`src/hw/rtl/spb_pkg.sv`:
```
`default_nettype none
package spb_pkg;
  localparam int NAME_BYTES_DEF = 16;

  localparam logic [7:0] ACK_BYTE = 8'h06;
  localparam logic [7:0] NAK_BYTE = 8'h15;

  localparam logic [2:0] DST_HOST  = 3'd0;
  localparam logic [2:0] DST_WRITE = 3'd1;
  localparam logic [2:0] DST_REQ   = 3'd2;
  localparam logic [2:0] DST_SEL   = 3'd3;
  localparam logic [2:0] DST_DESEL = 3'd4;
  localparam logic [2:0] DST_HOLD  = 3'd5;
  localparam logic [2:0] DST_PULSE = 3'd6;

  // reply kinds handed from the parser to the emitter
  localparam logic [3:0] JOB_NONE   = 4'd0;
  localparam logic [3:0] JOB_ONE    = 4'd1;  // single result, d0/b0 given
  localparam logic [3:0] JOB_TWO    = 4'd2;  // two results, d0/b0 then d1/b1
  localparam logic [3:0] JOB_IFACE  = 4'd3;
  localparam logic [3:0] JOB_MAP    = 4'd4;
  localparam logic [3:0] JOB_NAME   = 4'd5;
  localparam logic [3:0] JOB_BUF    = 4'd6;
  localparam logic [3:0] JOB_BUS    = 4'd7;
  localparam logic [3:0] JOB_FREQ   = 4'd8;
  localparam logic [3:0] JOB_THREE  = 4'd9;  // select or write, ack, req/desel

  localparam logic [31:0] FREQ_RESET  = 32'd12000000;
  localparam logic [15:0] BUF_RESET   = 16'hFFFF;
  localparam logic [7:0]  BUS_RESET   = 8'h08;
  localparam logic [15:0] IFACE_RESET = 16'h0001;

  localparam logic [1:0] REG_FREQ  = 2'd0;
  localparam logic [1:0] REG_BUF   = 2'd1;
  localparam logic [1:0] REG_BUS   = 2'd2;
  localparam logic [1:0] REG_IFACE = 2'd3;

  typedef struct packed {
    logic [3:0] kind;
    logic [2:0] d0;
    logic [7:0] b0;
    logic [2:0] d1;
    logic [7:0] b1;
    logic [2:0] d2;
  } job_t;

  function automatic logic [7:0] name_rom(input logic [3:0] i);
    logic [7:0] r;
    unique case (i)
      4'd0: r = 8'h70;  4'd1: r = 8'h69;  4'd2: r = 8'h63;  4'd3: r = 8'h6F;
      4'd4: r = 8'h2D;  4'd5: r = 8'h69;  4'd6: r = 8'h63;  4'd7: r = 8'h65;
      4'd8: r = 8'h2D;  4'd9: r = 8'h73;  4'd10: r = 8'h65; 4'd11: r = 8'h72;
      4'd12: r = 8'h70; 4'd13: r = 8'h72; 4'd14: r = 8'h6F; default: r = 8'h67;
    endcase
    return r;
  endfunction

  function automatic logic [7:0] cmd_map(input logic [4:0] i);
    logic [7:0] r;
    unique case (i)
      5'd0: r = 8'h3F;
      5'd2: r = 8'h3D;
      default: r = 8'h00;
    endcase
    return r;
  endfunction
endpackage
`default_nettype wire

```
`src/hw/rtl/spb_parser.sv`:
```
`default_nettype none
module spb_parser (
  input  wire logic          clk,
  input  wire logic          rst,
  input  wire logic          in_valid,
  output logic               in_ready,
  input  wire logic          kind,
  input  wire logic [7:0]    in_byte,
  input  wire logic [7:0]    bus_mask,
  output logic               job_valid,
  input  wire logic          job_ready,
  output spb_pkg::job_t      job
);
  localparam logic [1:0] PH_IDLE = 2'd0;
  localparam logic [1:0] PH_ARGS = 2'd1;
  localparam logic [1:0] PH_WDATA = 2'd2;
  localparam logic [1:0] PH_RWAIT = 2'd3;

  logic [1:0]  phase;
  logic [7:0]  cmd;
  logic [2:0]  argc;
  logic [23:0] wrem;
  logic [23:0] rrem;
  logic        fnz;

  logic [1:0]  phase_next;
  logic [7:0]  cmd_next;
  logic [2:0]  argc_next;
  logic [23:0] wrem_next;
  logic [23:0] rrem_next;
  logic        fnz_next;
  spb_pkg::job_t job_next;

  logic [1:0]  ph;
  logic [23:0] rdec;
  logic [23:0] wdec;
  logic [23:0] wfull;
  logic [23:0] rfull;
  logic        fire;

  // output register slot: take an item when empty or being drained
  assign in_ready = !job_valid || job_ready;
  assign fire = in_valid && in_ready;

  always_comb begin
    ph = (phase == PH_RWAIT && rrem == '0) ? PH_IDLE : phase;
    phase_next = ph;
    cmd_next = cmd;
    argc_next = argc;
    wrem_next = wrem;
    rrem_next = rrem;
    fnz_next = fnz;
    job_next = '0;
    job_next.kind = spb_pkg::JOB_NONE;
    rdec = rrem - 24'd1;
    wdec = wrem - 24'd1;
    wfull = wrem;
    rfull = rrem;
    if (kind) begin
      if (ph == PH_RWAIT) begin
        rrem_next = rdec;
        job_next.kind = spb_pkg::JOB_TWO;
        job_next.d0 = spb_pkg::DST_HOST;
        job_next.b0 = in_byte;
        job_next.d1 = (rdec != '0) ? spb_pkg::DST_REQ : spb_pkg::DST_DESEL;
        if (rdec == '0) phase_next = PH_IDLE;
      end
    end else begin
      unique case (ph)
        PH_IDLE: begin
          cmd_next = in_byte;
          job_next.kind = spb_pkg::JOB_ONE;
          job_next.d0 = spb_pkg::DST_HOST;
          job_next.b0 = spb_pkg::NAK_BYTE;
          unique case (in_byte)
            8'h00, 8'h9F: job_next.b0 = spb_pkg::ACK_BYTE;
            8'h01: job_next.kind = spb_pkg::JOB_IFACE;
            8'h02: job_next.kind = spb_pkg::JOB_MAP;
            8'h03: job_next.kind = spb_pkg::JOB_NAME;
            8'h04: job_next.kind = spb_pkg::JOB_BUF;
            8'h05: job_next.kind = spb_pkg::JOB_BUS;
            8'h10: begin
              job_next.kind = spb_pkg::JOB_TWO;
              job_next.d1 = spb_pkg::DST_HOST;
              job_next.b1 = spb_pkg::ACK_BYTE;
            end
            8'h12, 8'h13, 8'h14, 8'h15: begin
              job_next.kind = spb_pkg::JOB_NONE;
              phase_next = PH_ARGS;
              argc_next = '0;
              wrem_next = '0;
              rrem_next = '0;
              fnz_next = 1'b0;
            end
            default: ;
          endcase
        end
        PH_ARGS: begin
          unique case (cmd)
            8'h15: begin
              job_next.kind = spb_pkg::JOB_TWO;
              job_next.d0 = (in_byte != '0) ? spb_pkg::DST_HOLD : spb_pkg::DST_PULSE;
              job_next.d1 = spb_pkg::DST_HOST;
              job_next.b1 = spb_pkg::ACK_BYTE;
              phase_next = PH_IDLE;
            end
            8'h12: begin
              job_next.kind = spb_pkg::JOB_ONE;
              job_next.d0 = spb_pkg::DST_HOST;
              job_next.b0 = ((in_byte & bus_mask) != '0) ? spb_pkg::ACK_BYTE
                                                         : spb_pkg::NAK_BYTE;
              phase_next = PH_IDLE;
            end
            8'h14: begin
              argc_next = argc + 3'd1;
              if (in_byte != '0) fnz_next = 1'b1;
              if (argc_next >= 3'd4) begin
                phase_next = PH_IDLE;
                if (fnz_next) begin
                  job_next.kind = spb_pkg::JOB_FREQ;
                end else begin
                  job_next.kind = spb_pkg::JOB_ONE;
                  job_next.d0 = spb_pkg::DST_HOST;
                  job_next.b0 = spb_pkg::NAK_BYTE;
                end
              end
            end
            8'h13: begin
              unique case (argc)
                3'd0: wfull[7:0] = wrem[7:0] | in_byte;
                3'd1: wfull[15:8] = wrem[15:8] | in_byte;
                3'd2: wfull[23:16] = wrem[23:16] | in_byte;
                3'd3: rfull[7:0] = rrem[7:0] | in_byte;
                3'd4: rfull[15:8] = rrem[15:8] | in_byte;
                3'd5: rfull[23:16] = rrem[23:16] | in_byte;
                default: ;
              endcase
              wrem_next = wfull;
              rrem_next = rfull;
              argc_next = argc + 3'd1;
              if (argc_next >= 3'd6) begin
                if (wfull != '0) begin
                  job_next.kind = spb_pkg::JOB_ONE;
                  job_next.d0 = spb_pkg::DST_SEL;
                  phase_next = PH_WDATA;
                end else begin
                  job_next.kind = spb_pkg::JOB_THREE;
                  job_next.d0 = spb_pkg::DST_SEL;
                  job_next.d1 = spb_pkg::DST_HOST;
                  job_next.b1 = spb_pkg::ACK_BYTE;
                  job_next.d2 = (rfull != '0) ? spb_pkg::DST_REQ : spb_pkg::DST_DESEL;
                  phase_next = (rfull != '0) ? PH_RWAIT : PH_IDLE;
                end
              end
            end
            default: phase_next = PH_IDLE;
          endcase
        end
        PH_WDATA: begin
          wrem_next = wdec;
          if (wdec != '0) begin
            job_next.kind = spb_pkg::JOB_ONE;
            job_next.d0 = spb_pkg::DST_WRITE;
            job_next.b0 = in_byte;
          end else begin
            job_next.kind = spb_pkg::JOB_THREE;
            job_next.d0 = spb_pkg::DST_WRITE;
            job_next.b0 = in_byte;
            job_next.d1 = spb_pkg::DST_HOST;
            job_next.b1 = spb_pkg::ACK_BYTE;
            job_next.d2 = (rrem != '0) ? spb_pkg::DST_REQ : spb_pkg::DST_DESEL;
            phase_next = (rrem != '0) ? PH_RWAIT : PH_IDLE;
          end
        end
        default: ;  // host byte during read wait is dropped
      endcase
    end
  end

  always_ff @(posedge clk) begin
    if (rst) begin
      phase <= PH_IDLE;
      cmd <= '0;
      argc <= '0;
      wrem <= '0;
      rrem <= '0;
      fnz <= 1'b0;
      job_valid <= 1'b0;
    end else begin
      if (job_valid && job_ready) job_valid <= 1'b0;
      if (fire) begin
        phase <= phase_next;
        cmd <= cmd_next;
        argc <= argc_next;
        wrem <= wrem_next;
        rrem <= rrem_next;
        fnz <= fnz_next;
        job_valid <= (job_next.kind != spb_pkg::JOB_NONE);
      end
    end
  end

  always_ff @(posedge clk) begin
    if (fire) job <= job_next;
  end
endmodule
`default_nettype wire

```
`src/hw/rtl/spb_emitter.sv`:
```
`default_nettype none
module spb_emitter #(
  parameter int NAME_BYTES = spb_pkg::NAME_BYTES_DEF
) (
  input  wire logic          clk,
  input  wire logic          rst,
  input  wire logic          job_valid,
  output logic               job_ready,
  input  wire spb_pkg::job_t job,
  input  wire logic [31:0]   freq,
  input  wire logic [15:0]   buf_size,
  input  wire logic [7:0]    bus_mask,
  input  wire logic [15:0]   iface,
  output logic               out_valid,
  input  wire logic          out_ready,
  output logic [2:0]         destination,
  output logic [7:0]         out_byte,
  output logic               last
);
  logic [5:0] idx;
  logic [5:0] cnt;
  logic [2:0] dst_c;
  logic [7:0] byte_c;
  logic       adv;
  logic [5:0] nm;
  logic [1:0] fsel;

  always_comb begin
    unique case (job.kind)
      spb_pkg::JOB_ONE:   cnt = 6'd1;
      spb_pkg::JOB_TWO:   cnt = 6'd2;
      spb_pkg::JOB_THREE: cnt = 6'd3;
      spb_pkg::JOB_IFACE: cnt = 6'd3;
      spb_pkg::JOB_BUF:   cnt = 6'd3;
      spb_pkg::JOB_BUS:   cnt = 6'd2;
      spb_pkg::JOB_FREQ:  cnt = 6'd5;
      spb_pkg::JOB_MAP:   cnt = 6'd33;
      spb_pkg::JOB_NAME:  cnt = 6'd17;
      default:            cnt = 6'd1;
    endcase
  end

  always_comb begin
    dst_c = spb_pkg::DST_HOST;
    byte_c = '0;
    nm = idx - 6'd1;
    // frequency bytes go out low byte first
    fsel = idx[1:0] - 2'd1;
    unique case (job.kind)
      spb_pkg::JOB_ONE: begin
        dst_c = job.d0; byte_c = job.b0;
      end
      spb_pkg::JOB_TWO, spb_pkg::JOB_THREE: begin
        priority case (idx)
          6'd0: begin dst_c = job.d0; byte_c = job.b0; end
          6'd1: begin dst_c = job.d1; byte_c = job.b1; end
          default: dst_c = job.d2;
        endcase
      end
      default: begin
        if (idx == '0) begin
          byte_c = spb_pkg::ACK_BYTE;
        end else begin
          unique case (job.kind)
            spb_pkg::JOB_IFACE: byte_c = (idx == 6'd1) ? iface[7:0] : iface[15:8];
            spb_pkg::JOB_BUF: byte_c = (idx == 6'd1) ? buf_size[7:0] : buf_size[15:8];
            spb_pkg::JOB_BUS: byte_c = bus_mask;
            spb_pkg::JOB_FREQ: byte_c = freq[{fsel, 3'b000} +: 8];
            spb_pkg::JOB_MAP: byte_c = spb_pkg::cmd_map(nm[4:0]);
            spb_pkg::JOB_NAME:
              byte_c = (32'(nm) < NAME_BYTES) ? spb_pkg::name_rom(nm[3:0]) : 8'h00;
            default: byte_c = '0;
          endcase
        end
      end
    endcase
  end

  // one result per cycle into the output register while it is empty or being drained
  assign adv = job_valid && (!out_valid || out_ready);
  assign job_ready = adv && (idx == cnt - 6'd1);

  always_ff @(posedge clk) begin
    if (rst) begin
      idx <= '0;
      out_valid <= 1'b0;
    end else begin
      if (out_valid && out_ready) out_valid <= 1'b0;
      if (adv) begin
        out_valid <= 1'b1;
        idx <= job_ready ? 6'd0 : idx + 6'd1;
      end
    end
  end

  always_ff @(posedge clk) begin
    if (adv) begin
      destination <= dst_c;
      out_byte <= byte_c;
      last <= job_ready;
    end
  end
endmodule
`default_nettype wire

```
`src/hw/rtl/serprog_spi_bridge_parser_core.sv`:
```
// channel | direction | handshake             | payload
// in      | input     | in_valid / in_ready   | kind, in_byte
// out     | output    | out_valid / out_ready | destination, out_byte, last
// cfg     | input     | APB psel/penable      | four registers at 4*i
// A byte is parsed combinationally and registered as a reply job; the emitter
// sends one result per cycle while the output register is not stalled.
// Long replies (command map 33, name 17) stall input while the job slot is full.
// Reset is synchronous; registers return to their documented defaults.
// out_ready low holds the output register and backs up through the job slot.
`default_nettype none
module serprog_spi_bridge_parser_core #(
  parameter int NAME_BYTES = spb_pkg::NAME_BYTES_DEF
) (
  input  wire logic        clk,
  input  wire logic        rst,
  input  wire logic        in_valid,
  output logic             in_ready,
  input  wire logic        kind,
  input  wire logic [7:0]  in_byte,
  output logic             out_valid,
  input  wire logic        out_ready,
  output logic [2:0]       destination,
  output logic [7:0]       out_byte,
  output logic             last,
  input  wire logic        psel,
  input  wire logic        penable,
  input  wire logic        pwrite,
  input  wire logic [3:0]  paddr,
  input  wire logic [31:0] pwdata,
  output logic [31:0]      prdata,
  output logic             pready
);
  logic [31:0] freq;
  logic [15:0] buf_size;
  logic [7:0]  bus_mask;
  logic [15:0] iface;
  logic        job_valid;
  logic        job_ready;
  spb_pkg::job_t job;

  assign pready = 1'b1;

  always_ff @(posedge clk) begin
    if (rst) begin
      freq <= spb_pkg::FREQ_RESET;
      buf_size <= spb_pkg::BUF_RESET;
      bus_mask <= spb_pkg::BUS_RESET;
      iface <= spb_pkg::IFACE_RESET;
    end else if (psel && penable && pwrite) begin
      unique case (paddr[3:2])
        spb_pkg::REG_FREQ:  freq <= pwdata;
        spb_pkg::REG_BUF:   buf_size <= pwdata[15:0];
        spb_pkg::REG_BUS:   bus_mask <= pwdata[7:0];
        spb_pkg::REG_IFACE: iface <= pwdata[15:0];
        default: ;
      endcase
    end
  end

  always_comb begin
    unique case (paddr[3:2])
      spb_pkg::REG_FREQ:  prdata = freq;
      spb_pkg::REG_BUF:   prdata = {16'd0, buf_size};
      spb_pkg::REG_BUS:   prdata = {24'd0, bus_mask};
      spb_pkg::REG_IFACE: prdata = {16'd0, iface};
      default:            prdata = '0;
    endcase
  end

  spb_parser u_parser (
    .clk, .rst, .in_valid, .in_ready, .kind, .in_byte,
    .bus_mask, .job_valid, .job_ready, .job
  );

  spb_emitter #(.NAME_BYTES(NAME_BYTES)) u_emitter (
    .clk, .rst, .job_valid, .job_ready, .job,
    .freq, .buf_size, .bus_mask, .iface,
    .out_valid, .out_ready, .destination, .out_byte, .last
  );
endmodule
`default_nettype wire

```
`config.mk`:
```
export PLATFORM = sky130hd
export DESIGN_NAME = serprog_spi_bridge_parser_core
export DESIGN_NICKNAME = d
export VERILOG_FILES = /design/src/hw/rtl/spb_pkg.sv /design/src/hw/rtl/spb_parser.sv /design/src/hw/rtl/spb_emitter.sv /design/src/hw/rtl/serprog_spi_bridge_parser_core.sv
export SDC_FILE = /design/constraint.sdc
export NUM_CORES = 1
export LEC_CHECK = 0
export ABC_AREA = 1
export BUFFER_PORTS_ARGS = -buffer_cell sky130_fd_sc_hd__buf_2
export CAP_MARGIN = 10
export CORE_AREA = 2 2 150 152
export DETAILED_ROUTE_END_ITERATION = 7
export DIE_AREA = 0 0 152 154
export PLACE_DENSITY = 0.73
export SYNTH_ARGS = -nofsm -noshare
export SYNTH_HDL_FRONTEND = slang
export SYNTH_SLANG_ARGS = --single-unit
export TNS_END_PERCENT = 5
```
`constraint.sdc`:
```
create_clock -name clk -period 3 [get_ports clk]
set_input_delay 0.6 -clock clk [delete_from_list [all_inputs] [get_ports clk]]
set_output_delay 0.6 -clock clk [all_outputs]
set_load 0.005 [all_outputs]
```
==> results.txt <==
- Result of the run: completed
* Number of fillers in the final layout: 2097
* Final max-slew violation count: 0
- The number of antenna violations at the first check in global routing is 0.
- Critical-path cell list: clkinv_2 -> ha_1 -> clkinv_1 -> a21oi_1 -> o21ai_0 -> nand3_1 -> o21ai_0 -> nor3_1 -> nand3_1 -> a22o_1
- Kind of path behind the tightest hold check: in2reg
- Layout Nets: 1971
* Count of routing violations after the opening detailed-route iteration: 1311
- Post-route core utilization: 61.0%
- The number of global-route vias before repair is 11800.
- For the worst setup path, the data arrival time is 2.99 ns.
* Peak supply drop: 0.000358 V
* Mean post-synth cell area: 6.52 µm²
- Leakage power total: 5.96 nW
- For this configuration, the core starts out at a cell density of 54.3%.
- After detailed routing, the average wire length per cell comes to 17.5 µm.
- Longest Clk Path Bufs: 2
- Global routing used 32.6% of the available tracks across all layers.
- Netlist area before placement: 11800 µm²
- The hold violation count in the final report was 0.
- Required @ worst endpoint: 3.21 ns
- Netlist cell types: 57
- On the critical path, the stage with the largest delay is an instance of sky130_fd_sc_hd__dfxtp_1.
- Counting every net in the synthesized netlist gives 1880.
- The most used flip-flop cell after synthesis is sky130_fd_sc_hd__dfxtp_1.
- The detail route stage leaves a number of antenna-violating nets equal to 0.
- The H-tree generated during clock tree synthesis spans 4 levels.
- Per-cell via count in the routed design: 5.79
- CTS Sinks: 179
- Quantity of hold-fixing buffers added after cts: 0
- Final setup viols: 0
* Max-capacitance violation count: 0
- At the end of routability-driven placement, the weighted congestion stood at 1.04.
- Count of input and output buffers: 95
* Highest net fanout along the worst path: 8
- Maximum clock rate: 359 MHz
- In this run the tightest slew margin relative to its limit is 47.6%.
* Clock tree skew after final layout: 0.0156 ns
- Buffers & Inverters on Critical Path: 2
* Nature of the critical path startpoint: flop
* Proportion of layout cells with a drive suffix above 1: 12.9%
- In this run the horizontal extent of the chip is 152 µm.
- Synthesis produced 1807 cells.
* PD cells: 547 nW/µm²
- Growth of design area from synthesis to finish: 12.2%
* Floorplan Core Area: 21700 µm²
* Number of synthesized register bits: 179
- Std-Cell Rows: 54
* Final sum of negative setup slack: 0 ns
- The die covers 23400 µm².
* Time the worst path needs with I/O delays and setup: 2.78 ns
* Maximum number of pins on one net before global-route repair: 51
- Summed over all nets, the half-perimeter wirelength after detailed placement is 28700 µm.
* Worst-skew pair later-pin latency: 0.45 ns
- Sequential cell area fraction in the yosys report: 33.1%
- Crit Path Class: reg2reg
* Number of synthesized flops with an enable pin: 32
- The die is 154 µm tall.
- TritonCTS clock tree: yes
- Num CTS Buffers: 17
- Clock-pin slew was measured on the worst setup and hold paths at 0.08 ns.
* Via total after detailed routing: 12700
- Count of antenna diodes in the layout: 0
- Kind of cell with the highest combined delay on the critical path: simple AND/OR/NAND/NOR gates
- For this run, design rule violations remaining after detail routing come to 0.
- The first global-routing pass estimated 61800 µm of wire.
* Count of yosys warnings during synthesis: 0
- Aggregate global routing overflow: 0
* CP endpoint kind: flop
- Master cell of the clock root buffer: sky130_fd_sc_hd__clkbuf_16
* Measured slew at the worst slew-check pin: 0.783 ns
- Share of flip-flops with an asynchronous set or reset: 0%
- Unrepaired setup endpoints after global routing: false
* Crit share post-route: 92.7%
- 1st-pass router iterations: 6
- Summed over all layers, the routed wires come to 38300 µm.
- Pin placement for this block handled 99 I/O pins.
- Max stage delay on crit path: 0.49 ns
-- tightest hold or removal path, delay by kind of cell --
kind / cells / cell delay [ns]
buffers and inverters: 1 / 0.07
AO/OA/AOI/OAI: 1 / 0.06
AND/OR/NAND/NOR: 1 / 0.04
-- final timing paths --
check,start,end,slack [ns],cells after the start
worst max-delay path,u_emitter.idx[0]$_SDFFE_PP0P_,u_emitter.out_byte[4]$_DFFE_PP_,0.22,10
worst min-delay path,pwdata[21],freq[21]$_SDFFE_PP1P_,0.36,3
worst max register to register,u_emitter.idx[0]$_SDFFE_PP0P_,u_emitter.out_byte[4]$_DFFE_PP_,0.22,10
worst min register to register,freq[19]$_SDFFE_PP0P_,freq[19]$_SDFFE_PP0P_,0.47,2
-- placed cells by master, fill, tap and decap left out, types with 8 or more instances in the layout --
cell type                   instances
sky130_fd_sc_hd__clkbuf_16         18
sky130_fd_sc_hd__nor2_2            15
sky130_fd_sc_hd__nor2_4             8
sky130_fd_sc_hd__edfxtp_1          32
sky130_fd_sc_hd__buf_4             42
sky130_fd_sc_hd__nor3_1            21
sky130_fd_sc_hd__inv_2             11
sky130_fd_sc_hd__clkinv_1           9
sky130_fd_sc_hd__o21ai_1           25
sky130_fd_sc_hd__nand2_1          371
sky130_fd_sc_hd__nand3_1          121
sky130_fd_sc_hd__o2111ai_1         12
sky130_fd_sc_hd__a211oi_1          11
sky130_fd_sc_hd__nor2_1           236
sky130_fd_sc_hd__o22ai_1           14
sky130_fd_sc_hd__nand4_1           30
sky130_fd_sc_hd__a22oi_1            8
sky130_fd_sc_hd__buf_2             95
sky130_fd_sc_hd__dfxtp_1          147
sky130_fd_sc_hd__ha_1              21
sky130_fd_sc_hd__o211ai_1          21
sky130_fd_sc_hd__a21oi_1          143
sky130_fd_sc_hd__inv_1            200
sky130_fd_sc_hd__xor2_1            15
sky130_fd_sc_hd__o21ai_0          194
sky130_fd_sc_hd__nand2_2           12
-- routing by layer --
| layer | up-vias | track usage [%] | share of wire (%) |
|---|---|---|---|
| met2 | 632 | 53.6 | 46 |
| met1 | 5723 | 42.8 | 42 |
| met4 | 0 | 13.0 | 3.9 |
| li1 | 6213 | - | - |
| met3 | 110 | 5.47 | 7.9 |
| met5 | - | 0 | 0 |
-- kinds of logic after synthesis --
group           synth area share, %
fa+ha+maj                      2.23
buf+inv                        9.86
flops                          33.1
compound gates                 22.1
simple gates                   30.9
xor+xnor                       1.76
other cells                  0.0318
-- what timing repair did --
item	in CTS	in global routing
setup buffers	0	0
gates resized for setup	0	1
endpoints found under the setup margin	0	1
-- state kept, by name (all words and copies together) (netlist names), 8 cells and up --
name                flops
u_parser.wrem          24
u_parser.job           20
bus_mask                8
u_emitter.out_byte      8
u_parser.cmd            8
u_parser.rrem          24
freq                   32
iface                  16
buf_size               16
-- synthesized netlist by cell type (3+ instances only) --
cell type / n / area (µm²)
sky130_fd_sc_hd__o21ai_0: 194 / 971
sky130_fd_sc_hd__edfxtp_1: 32 / 961
sky130_fd_sc_hd__o21ai_1: 25 / 125
sky130_fd_sc_hd__nor2_1: 237 / 890
sky130_fd_sc_hd__buf_2: 8 / 40.0
sky130_fd_sc_hd__nand2_4: 5 / 56.3
sky130_fd_sc_hd__xor2_1: 15 / 131
sky130_fd_sc_hd__nor2_2: 14 / 87.6
sky130_fd_sc_hd__nand3_1: 121 / 606
sky130_fd_sc_hd__o2111ai_1: 12 / 105
sky130_fd_sc_hd__nor2_4: 8 / 90.1
sky130_fd_sc_hd__a21oi_1: 143 / 716
sky130_fd_sc_hd__o22ai_1: 14 / 87.6
sky130_fd_sc_hd__nand2_1: 371 / 1390
sky130_fd_sc_hd__a22o_1: 5 / 43.8
sky130_fd_sc_hd__xnor2_1: 5 / 43.8
sky130_fd_sc_hd__dfxtp_1: 147 / 2940
sky130_fd_sc_hd__nor4_1: 3 / 18.8
sky130_fd_sc_hd__ha_1: 21 / 263
sky130_fd_sc_hd__clkinv_1: 9 / 33.8
sky130_fd_sc_hd__clkbuf_1: 45 / 169
sky130_fd_sc_hd__inv_1: 201 / 754
sky130_fd_sc_hd__nand2_2: 12 / 75.1
sky130_fd_sc_hd__nor3_1: 21 / 105
sky130_fd_sc_hd__o221ai_1: 6 / 52.6
sky130_fd_sc_hd__a211oi_2: 5 / 62.6
sky130_fd_sc_hd__or2_2: 4 / 25.0
sky130_fd_sc_hd__buf_4: 3 / 22.5
sky130_fd_sc_hd__inv_2: 10 / 37.5
sky130_fd_sc_hd__a22oi_1: 8 / 60.1
sky130_fd_sc_hd__buf_6: 5 / 56.3
sky130_fd_sc_hd__o211ai_1: 21 / 158
sky130_fd_sc_hd__a211oi_1: 11 / 82.6
sky130_fd_sc_hd__nand4_1: 30 / 188
sky130_fd_sc_hd__nor3b_1: 3 / 22.5
sky130_fd_sc_hd__buf_1: 3 / 11.3
-- area by class of cell --
type | instances | area, µm² | area share (%)
Timing Repair Buffer | 137 | 791 | 5.98
Inverter | 224 | 851 | 6.44
Multi-Input combinational cell | 1339 | 6720 | 50.9
Clock buffer | 20 | 478 | 3.62
Sequential cell | 179 | 3900 | 29.5
Tap cell | 280 | 350 | 2.65
Clock inverter | 12 | 124 | 0.937
-- stage by stage --
stage	cells	cell area (µm²)	setup slack [ns]	hold WS [ns]	power [W]
after floorplan	1807	11800	0.674	0.439	0.00429
after global placement	2159	12600	0.315	0.453	0.00490
after detailed placement	2159	12600	0.266	0.465	0.00492
after CTS	2191	13200	0.246	0.355	0.00722
after global routing	2191	13200	0.00752	0.367	0.00763
final	2191	13200	0.218	0.360	0.00724
-- report_power, final --
group          switching (W)  internal (W)  total (W)
combinational        0.00155      0.000695    0.00225
sequential         0.0000969       0.00258    0.00268
clock                0.00111       0.00120    0.00231
total                0.00276       0.00448    0.00724
No activity file was read; power rests on OpenSTA's default activity.
